==> src/hw/rtl/rlwc_pkg.sv <==
// ============================================================================
// Run-length window clipper package
// Shared types and constants for the run-length window clipper.
// ============================================================================
`default_nettype none

package rlwc_pkg;

    // Width of every pixel count field on the ports.
    localparam int FIELD_BITS = 24;

    // Configuration register indexes.
    localparam int CFG_INDEX_BITS = 1;
    localparam logic [CFG_INDEX_BITS-1:0] REG_WINDOW_BEGIN = 1'b0;
    localparam logic [CFG_INDEX_BITS-1:0] REG_WINDOW_END   = 1'b1;

    // Window phase codes. The spare code behaves as done.
    localparam logic [1:0] PH_SKIP = 2'd0;
    localparam logic [1:0] PH_COPY = 2'd1;
    localparam logic [1:0] PH_DONE = 2'd2;

    // One result beat.
    typedef struct packed {
        logic                  has_run;
        logic [FIELD_BITS-1:0] out_background;
        logic [FIELD_BITS-1:0] out_foreground;
        logic                  window_done;
        logic [FIELD_BITS-1:0] active_before;
        logic [FIELD_BITS-1:0] active_through_end;
    } rlwc_result_t;

endpackage

`default_nettype wire

==> src/hw/rtl/run_length_window_clipper_core.sv <==
// ============================================================================
// Run-length window clipper core
// Clips a stream of background/foreground run pairs to a pixel window.
// ============================================================================
`default_nettype none

// The core takes one run pair per clock cycle while in_stall is low and
// gives at most one result beat for it. An accepted beat passes the input
// register and then the result register, where its result is presented. The
// rate is set by the combinational step logic that sits between the input
// register and the result register: it trims the run against the remaining
// skip and copy lengths and updates the counters in the same cycle, so the
// next run can follow at once, also after a run that gives no result. The
// window is reloaded from window_begin and window_end on every beat
// that has starts_image set, so register writes take effect at the next image.
// The final result of a window has window_done set and carries the active
// pixel counts; later runs of the same image are absorbed silently. in_stall
// follows out_stall combinationally through the two register stages.

module run_length_window_clipper_core
    import rlwc_pkg::*;
#(
    parameter int COUNT_BITS = 24
)
(
    input  wire logic                      clk,
    input  wire logic                      rst_n,

    input  wire logic                      cfg_write_en,
    input  wire logic [CFG_INDEX_BITS-1:0] cfg_index,
    input  wire logic [FIELD_BITS-1:0]     cfg_write_data,

    input  wire logic                      in_valid,
    output logic                           in_stall,
    input  wire logic [FIELD_BITS-1:0]     background_count,
    input  wire logic [FIELD_BITS-1:0]     foreground_count,
    input  wire logic                      starts_image,

    output logic                           out_valid,
    input  wire logic                      out_stall,
    output logic                           has_run,
    output logic [FIELD_BITS-1:0]          out_background,
    output logic [FIELD_BITS-1:0]          out_foreground,
    output logic                           window_done,
    output logic [FIELD_BITS-1:0]          active_before,
    output logic [FIELD_BITS-1:0]          active_through_end
);

    // Working width for comparisons: wide enough for any count or field
    // value, plus one bit so that a background plus a foreground never wraps.
    localparam int SUM_BITS = ((COUNT_BITS > FIELD_BITS) ? COUNT_BITS : FIELD_BITS) + 1;

    // ------------------------------------------------------------------
    // Configuration registers.
    // ------------------------------------------------------------------
    logic [FIELD_BITS-1:0] window_begin_reg;
    logic [FIELD_BITS-1:0] window_end_reg;

    always_ff @(posedge clk or negedge rst_n)
    begin
        if (!rst_n)
        begin
            window_begin_reg <= '0;
            window_end_reg   <= '0;
        end
        else if (cfg_write_en)
        begin
            unique case (cfg_index)
                REG_WINDOW_BEGIN: window_begin_reg <= cfg_write_data;
                REG_WINDOW_END:   window_end_reg   <= cfg_write_data;
                default:          ;
            endcase
        end
    end

    // ------------------------------------------------------------------
    // Input register. A beat moves on from here whenever the result
    // register can take whatever it produces.
    // ------------------------------------------------------------------
    logic                  in_valid_reg;
    logic                  in_valid_next;
    logic [FIELD_BITS-1:0] in_bg_reg;
    logic [FIELD_BITS-1:0] in_fg_reg;
    logic                  in_start_reg;
    logic                  can_load;
    logic                  advance;
    logic                  in_take;

    assign advance       = in_valid_reg && can_load;
    assign in_stall      = in_valid_reg && !can_load;
    assign in_take       = in_valid && !in_stall;
    assign in_valid_next = in_take || (in_valid_reg && !advance);

    always_ff @(posedge clk or negedge rst_n)
    begin
        if (!rst_n)
        begin
            in_valid_reg <= 1'b0;
        end
        else
        begin
            in_valid_reg <= in_valid_next;
        end
    end

    always_ff @(posedge clk)
    begin
        if (in_take)
        begin
            in_bg_reg    <= background_count;
            in_fg_reg    <= foreground_count;
            in_start_reg <= starts_image;
        end
    end

    // ------------------------------------------------------------------
    // Window state.
    // ------------------------------------------------------------------
    logic [1:0]            phase_reg;
    logic [1:0]            phase_next;
    logic [COUNT_BITS-1:0] skip_left_reg;
    logic [COUNT_BITS-1:0] skip_left_next;
    logic [COUNT_BITS-1:0] copy_left_reg;
    logic [COUNT_BITS-1:0] copy_left_next;
    logic [COUNT_BITS-1:0] active_prefix_reg;
    logic [COUNT_BITS-1:0] active_prefix_next;
    logic [COUNT_BITS-1:0] active_inside_reg;
    logic [COUNT_BITS-1:0] active_inside_next;

    logic                  emit;
    rlwc_result_t          result;

    // ------------------------------------------------------------------
    // Step logic for the beat in the input register.
    // ------------------------------------------------------------------
    always_comb
    begin
        logic [1:0]            ph;
        logic [COUNT_BITS-1:0] skip;
        logic [COUNT_BITS-1:0] copy;
        logic [COUNT_BITS-1:0] prefix;
        logic [COUNT_BITS-1:0] copied;
        logic [FIELD_BITS-1:0] span;
        logic [SUM_BITS-1:0]   bg_w;
        logic [SUM_BITS-1:0]   fg_w;
        logic [SUM_BITS-1:0]   s_w;
        logic [SUM_BITS-1:0]   n_w;
        logic [SUM_BITS-1:0]   k_w;
        logic                  proceed;
        logic                  copy_go;
        logic                  run;
        logic                  done;
        logic [SUM_BITS-1:0]   res_bg;
        logic [SUM_BITS-1:0]   res_fg;

        // A beat that starts an image first reloads the window.
        span = window_end_reg - window_begin_reg;
        if (in_start_reg)
        begin
            ph     = PH_SKIP;
            skip   = COUNT_BITS'(window_begin_reg);
            copy   = (window_end_reg > window_begin_reg) ? COUNT_BITS'(span) : '0;
            prefix = '0;
            copied = '0;
        end
        else
        begin
            ph     = phase_reg;
            skip   = skip_left_reg;
            copy   = copy_left_reg;
            prefix = active_prefix_reg;
            copied = active_inside_reg;
        end

        bg_w    = SUM_BITS'(in_bg_reg);
        fg_w    = SUM_BITS'(in_fg_reg);
        s_w     = SUM_BITS'(skip);
        n_w     = '0;
        k_w     = '0;
        proceed = 1'b0;
        copy_go = 1'b0;
        emit    = 1'b0;
        run     = 1'b0;
        done    = 1'b0;
        res_bg  = '0;
        res_fg  = '0;

        phase_next         = ph;
        skip_left_next     = skip;
        copy_left_next     = copy;
        active_prefix_next = prefix;
        active_inside_next = copied;

        unique case (ph)
            PH_SKIP:
            begin
                proceed = 1'b1;
                if (skip != '0)
                begin
                    if (s_w < bg_w)
                    begin
                        // Window starts inside the background.
                        bg_w           = bg_w - s_w;
                        skip_left_next = '0;
                    end
                    else
                    begin
                        n_w  = s_w - bg_w;
                        bg_w = '0;
                        if (n_w < fg_w)
                        begin
                            // Window starts inside the foreground.
                            fg_w               = fg_w - n_w;
                            active_prefix_next = prefix + COUNT_BITS'(n_w);
                            skip_left_next     = '0;
                        end
                        else
                        begin
                            // The skip swallows the whole run.
                            active_prefix_next = prefix + COUNT_BITS'(fg_w);
                            skip_left_next     = COUNT_BITS'(n_w - fg_w);
                            proceed            = 1'b0;
                            if (skip_left_next == '0)
                            begin
                                if (copy == '0)
                                begin
                                    phase_next = PH_DONE;
                                    emit       = 1'b1;
                                    done       = 1'b1;
                                end
                                else
                                begin
                                    phase_next = PH_COPY;
                                end
                            end
                        end
                    end
                end
                if (proceed)
                begin
                    if (copy == '0)
                    begin
                        phase_next = PH_DONE;
                        emit       = 1'b1;
                        done       = 1'b1;
                    end
                    else
                    begin
                        phase_next = PH_COPY;
                        copy_go    = 1'b1;
                    end
                end
            end
            PH_COPY:
            begin
                copy_go = 1'b1;
            end
            default:
            begin
                // Window finished: runs are absorbed until the next image.
            end
        endcase

        if (copy_go)
        begin
            emit = 1'b1;
            run  = 1'b1;
            if (SUM_BITS'(copy) <= bg_w)
            begin
                // The window ends within the background.
                res_bg         = SUM_BITS'(copy);
                copy_left_next = '0;
                phase_next     = PH_DONE;
                done           = 1'b1;
            end
            else if (SUM_BITS'(copy) <= bg_w + fg_w)
            begin
                // The window ends within the foreground.
                k_w                = SUM_BITS'(copy) - bg_w;
                active_inside_next = copied + COUNT_BITS'(k_w);
                res_bg             = bg_w;
                res_fg             = k_w;
                copy_left_next     = '0;
                phase_next         = PH_DONE;
                done               = 1'b1;
            end
            else
            begin
                active_inside_next = copied + COUNT_BITS'(fg_w);
                copy_left_next     = COUNT_BITS'(SUM_BITS'(copy) - bg_w - fg_w);
                res_bg             = bg_w;
                res_fg             = fg_w;
            end
        end

        result.has_run        = run;
        result.out_background = FIELD_BITS'(res_bg);
        result.out_foreground = FIELD_BITS'(res_fg);
        result.window_done    = done;
        if (done)
        begin
            result.active_before      = FIELD_BITS'(active_prefix_next);
            result.active_through_end =
                FIELD_BITS'(COUNT_BITS'(active_prefix_next + active_inside_next));
        end
        else
        begin
            result.active_before      = '0;
            result.active_through_end = '0;
        end
    end

    always_ff @(posedge clk or negedge rst_n)
    begin
        if (!rst_n)
        begin
            phase_reg         <= PH_SKIP;
            skip_left_reg     <= '0;
            copy_left_reg     <= '0;
            active_prefix_reg <= '0;
            active_inside_reg <= '0;
        end
        else if (advance)
        begin
            phase_reg         <= phase_next;
            skip_left_reg     <= skip_left_next;
            copy_left_reg     <= copy_left_next;
            active_prefix_reg <= active_prefix_next;
            active_inside_reg <= active_inside_next;
        end
    end

    // ------------------------------------------------------------------
    // Result register.
    // ------------------------------------------------------------------
    logic         load;
    rlwc_result_t out_data;

    assign load = advance && emit;

    rlwc_result_reg u_result_reg
    (
        .clk       (clk),
        .rst_n     (rst_n),
        .load      (load),
        .load_data (result),
        .can_load  (can_load),
        .out_valid (out_valid),
        .out_stall (out_stall),
        .out_data  (out_data)
    );

    assign has_run            = out_data.has_run;
    assign out_background     = out_data.out_background;
    assign out_foreground     = out_data.out_foreground;
    assign window_done        = out_data.window_done;
    assign active_before      = out_data.active_before;
    assign active_through_end = out_data.active_through_end;

`ifndef SYNTHESIS
    // A final result always leaves the window in the done phase.
    a_done_sets_phase: assert property (@(posedge clk) disable iff (!rst_n)
        (load && result.window_done) |=> (phase_reg == PH_DONE))
        else $error("final result did not close the window");

    // A finished window gives nothing until a new image starts.
    a_quiet_after_done: assert property (@(posedge clk) disable iff (!rst_n)
        (advance && !in_start_reg && (phase_reg != PH_SKIP) && (phase_reg != PH_COPY))
        |-> !load)
        else $error("result produced after the window was done");

    // A result without a run is only ever the final one.
    a_empty_is_final: assert property (@(posedge clk) disable iff (!rst_n)
        (out_valid && !has_run) |-> window_done)
        else $error("result without a run is not final");

    // Counts are zero on every result that is not final.
    a_counts_only_final: assert property (@(posedge clk) disable iff (!rst_n)
        (out_valid && !window_done) |-> ((active_before == '0) && (active_through_end == '0)))
        else $error("counts reported before the window was done");

    // The input side stalls only while it holds a beat.
    a_stall_needs_beat: assert property (@(posedge clk) disable iff (!rst_n)
        in_stall |-> in_valid_reg)
        else $error("input stalled with an empty input register");
`endif

endmodule

`default_nettype wire

==> src/hw/rtl/rlwc_result_reg.sv <==
// ============================================================================
// Run-length window clipper result register
// Holds one result beat and offers it downstream under valid and stall.
// ============================================================================
`default_nettype none

module rlwc_result_reg
    import rlwc_pkg::*;
(
    input  wire logic         clk,
    input  wire logic         rst_n,
    input  wire logic         load,
    input  wire rlwc_result_t load_data,
    output logic              can_load,
    output logic              out_valid,
    input  wire logic         out_stall,
    output rlwc_result_t      out_data
);

    logic         valid_reg;
    logic         valid_next;
    rlwc_result_t data_reg;

    // The register may take a new beat when it is empty or its beat leaves now.
    assign can_load   = !valid_reg || !out_stall;
    assign valid_next = load || (valid_reg && out_stall);

    always_ff @(posedge clk or negedge rst_n)
    begin
        if (!rst_n)
        begin
            valid_reg <= 1'b0;
        end
        else
        begin
            valid_reg <= valid_next;
        end
    end

    always_ff @(posedge clk)
    begin
        if (load)
        begin
            data_reg <= load_data;
        end
    end

    assign out_valid = valid_reg;
    assign out_data  = data_reg;

endmodule

`default_nettype wire

==> config.mk <==
export PLATFORM = sky130hd
export DESIGN_NAME = run_length_window_clipper_core
export DESIGN_NICKNAME = d
export VERILOG_FILES = /design/src/hw/rtl/rlwc_pkg.sv /design/src/hw/rtl/run_length_window_clipper_core.sv /design/src/hw/rtl/rlwc_result_reg.sv
export SDC_FILE = /design/constraint.sdc
export NUM_CORES = 1
export LEC_CHECK = 0
export ABC_AREA = 1
export BUFFER_PORTS_ARGS = -buffer_cell sky130_fd_sc_hd__buf_4
export CAP_MARGIN = 20
export CORE_MARGIN = 1
export CORE_UTILIZATION = 64
export DETAILED_ROUTE_END_ITERATION = 10
export HOLD_SLACK_MARGIN = 0.06
export PLACE_DENSITY = 0.84
export RECOVER_POWER = 100
export REMOVE_ABC_BUFFERS = 1
export SLEW_MARGIN = 20
export SYNTH_ARGS = -nofsm -noshare
export SYNTH_HDL_FRONTEND = slang
export SYNTH_SLANG_ARGS = --single-unit
export TNS_END_PERCENT = 5
==> constraint.sdc <==
create_clock -name clk -period 31.1 [get_ports clk]
set_input_delay 4.665 -clock clk [delete_from_list [all_inputs] [get_ports clk]]
set_output_delay 4.665 -clock clk [all_outputs]
set_load 0.02 [all_outputs]
==> flow_summary.ini <==
[outcome]
outcome = finished with violations
violations = max-capacitance violations, max-slew violations

[clocking]
cts.sinks = 295
cts_setup_buffers = 0
cts_max_level = 1
clk_pin_slew_ps = 70
hold_buffers = 0
cts_made_buffers = 31
cts_resized = 0
clk_latency_ps = 610
cts_tree = built
cts_root_buf = clkbuf_16
clockBufferDepth = 3

[placed_design]
place_hpwl_um = 74300
placedCellCount = 4534
pre_cts_ws_ps = 14900
port_buffers = 178
gp_congestion = 1.06

[grt]
grt_antenna_before_repair = 0
met1_usage = 0.561
grt_pass1_wl_um = 142000
top_usage_layer = met2
grt_pass1_vias = 25300
grt_max_degree = 94
track_usage = 0.426
grt_util_met2 = 0.648
grt_util_met3 = 0.0751
grt_overflow_total = 0

[setup_path]
crit_path_end = u_result_reg.out_data[23]
crit_slowest_cell = clkbuf_1
crit_top_cell = nand2_1
r2r_start = in_start_reg
critPathMaxFanout = 51
required_ps = 31440
cp-startpoint = in_start_reg
start_kind = flop
path_class = reg2reg
r2r_slack_ps = 10540
reg2reg_depth = 84
reg2reg_to = u_result_reg.out_data[23]
arrival_ps = 20910
crit_path_max_incr_delay_ps = 2400
setup.worst_path.end_class = flop

[yosys]
synth-edff-count = 147
synth-main-ff-cell = dfrtp_1
yosysUniqueCellTypes = 64
ys_async_sr_fraction = 0.502
postSynthCellCount = 3918
synth_area_um2 = 27400
ys_seq_area_frac = 0.296
ys_ff_latch = 295
avgSynthCellArea_um2 = 7.00
ys.warnings.count = 0

[flow_run]
drv_cap = 12

[final_layout]
nNetsFinal = 4400
fin_util = 0.701
antenna_cells = 0
drive_above_1_share = 0.0496
layout.cells.non_filler = 4590
layout_commonest_cell = nand2_1
most-common-layout-cells = 933 x nand2_1, 601 x inv_1, 375 x a21oi_1
syn_to_final_growth_pct = 7.73
largest_register_ffs = 98

[floorplan]
die_h_um = 209
start_util = 0.651
die_w_um = 209
dieArea_um2 = 43700
core_um2 = 42100
ios = 179
num_rows = 75

[timing]
setup_viol = 0
max_freq_mhz = 48.6
post-route-period-util = 0.661
worst_pin_slew_ps = 5170
finClkSkew_ps = 23.5
tns_ps = 0
period_needed_ps = 20560
fin_ws_ps = 10540
slew_headroom = -2.45
rsz0062_at_grt = no
finalHoldViolCount = 0
final_max_slew_viol_count = 688

[detailed_routing]
drc = 0
drtPass1Iterations = 7
drtIter0Drc = 3193
num_vias = 27500
final_antenna_net_count = 0
wl_um = 94400
wl_per_cell_um = 20.6
via_per_inst = 5.99

[hold_path]
min_path_type = reg2reg
worst min path at each step:
stage | from | endpoint | cells past startpoint
2_1_floorplan | active_inside_reg[20] | active_inside_reg[20] | 2
3_3_place_gp | active_inside_reg[22] | active_inside_reg[22] | 2
3_5_place_dp | active_inside_reg[22] | active_inside_reg[22] | 2
4_1_cts | active_inside_reg[11] | active_inside_reg[11] | 2
5_1_grt | active_inside_reg[20] | active_inside_reg[20] | 2
6_report | active_inside_reg[6] | active_inside_reg[6] | 2
through the flow:
stage	area, um2	hold slack (ps)
floorplan	26900	449
global placement	29000	463
detailed placement	29000	474
CTS	30000	497
global route	29500	505
finish	29500	489
synth_stat cells, types with 13 or more instances:
library cell  count  area share
nand4_1          26      0.0059
o22ai_1          15      0.0034
buf_2            27      0.0049
a31oi_1          44       0.010
a21o_1           13      0.0036
o21bai_1         13      0.0036
o21ai_1          48      0.0088
nand2_1         930        0.13
dfrtp_1         148        0.14
xor2_1          118       0.038
inv_1           601       0.082
nor2_1          355       0.049
nor3_1           37      0.0068
a21oi_1         374       0.068
or2_2            25      0.0057
a21boi_0         13      0.0036
nand3_1          90       0.016
ha_1            282        0.13
edfxtp_1        147        0.16
o21ai_0         305       0.056
o21a_1           16      0.0044
xnor2_1          60       0.019
clkbuf_1         58      0.0079
per-layer routing:
metal | share of wire | vias up
met2 | 0.43 | 1591
met1 | 0.39 | 12600
met3 | 0.11 | 257
met5 | 0 | -
li1 | - | 13000
met4 | 0.074 | 0
critical path: cells and delay by family, from the launching register on:
kind	cells	cell delay [ps]
compound gates	25	6650
simple gates	39	5400
buf+inv	11	4630
fa+ha+maj	6	2220
xor+xnor	3	770
flops	1	530
cell type report:
type / count / area [um2]
Clock inverter: 15 / 148
Multi-Input combinational cell: 2886 / 16400
Timing Repair Buffer: 195 / 1040
Clock buffer: 41 / 865
Inverter: 619 / 2330
Fill cell: 3622 / 12600
Sequential cell: 295 / 8120
Tap cell: 539 / 674
logic make-up (layout without fill, tap and decap cells):
kind of cell / after synthesis / count (layout) / share of synthesized area
adder cells (fa/ha/maj): 293 / 293 / 0.137
AO/OA/AOI/OAI: 898 / 898 / 0.179
buffers and inverters: 737 / 870 / 0.105
flip-flops: 295 / 295 / 0.296
XOR/XNOR: 178 / 178 / 0.0569
AND/OR/NAND/NOR: 1517 / 1517 / 0.226
Power is left out: the tool's default activity adds up to more than one toggle a clock period on the data nets, which glitch-free logic cannot reach.
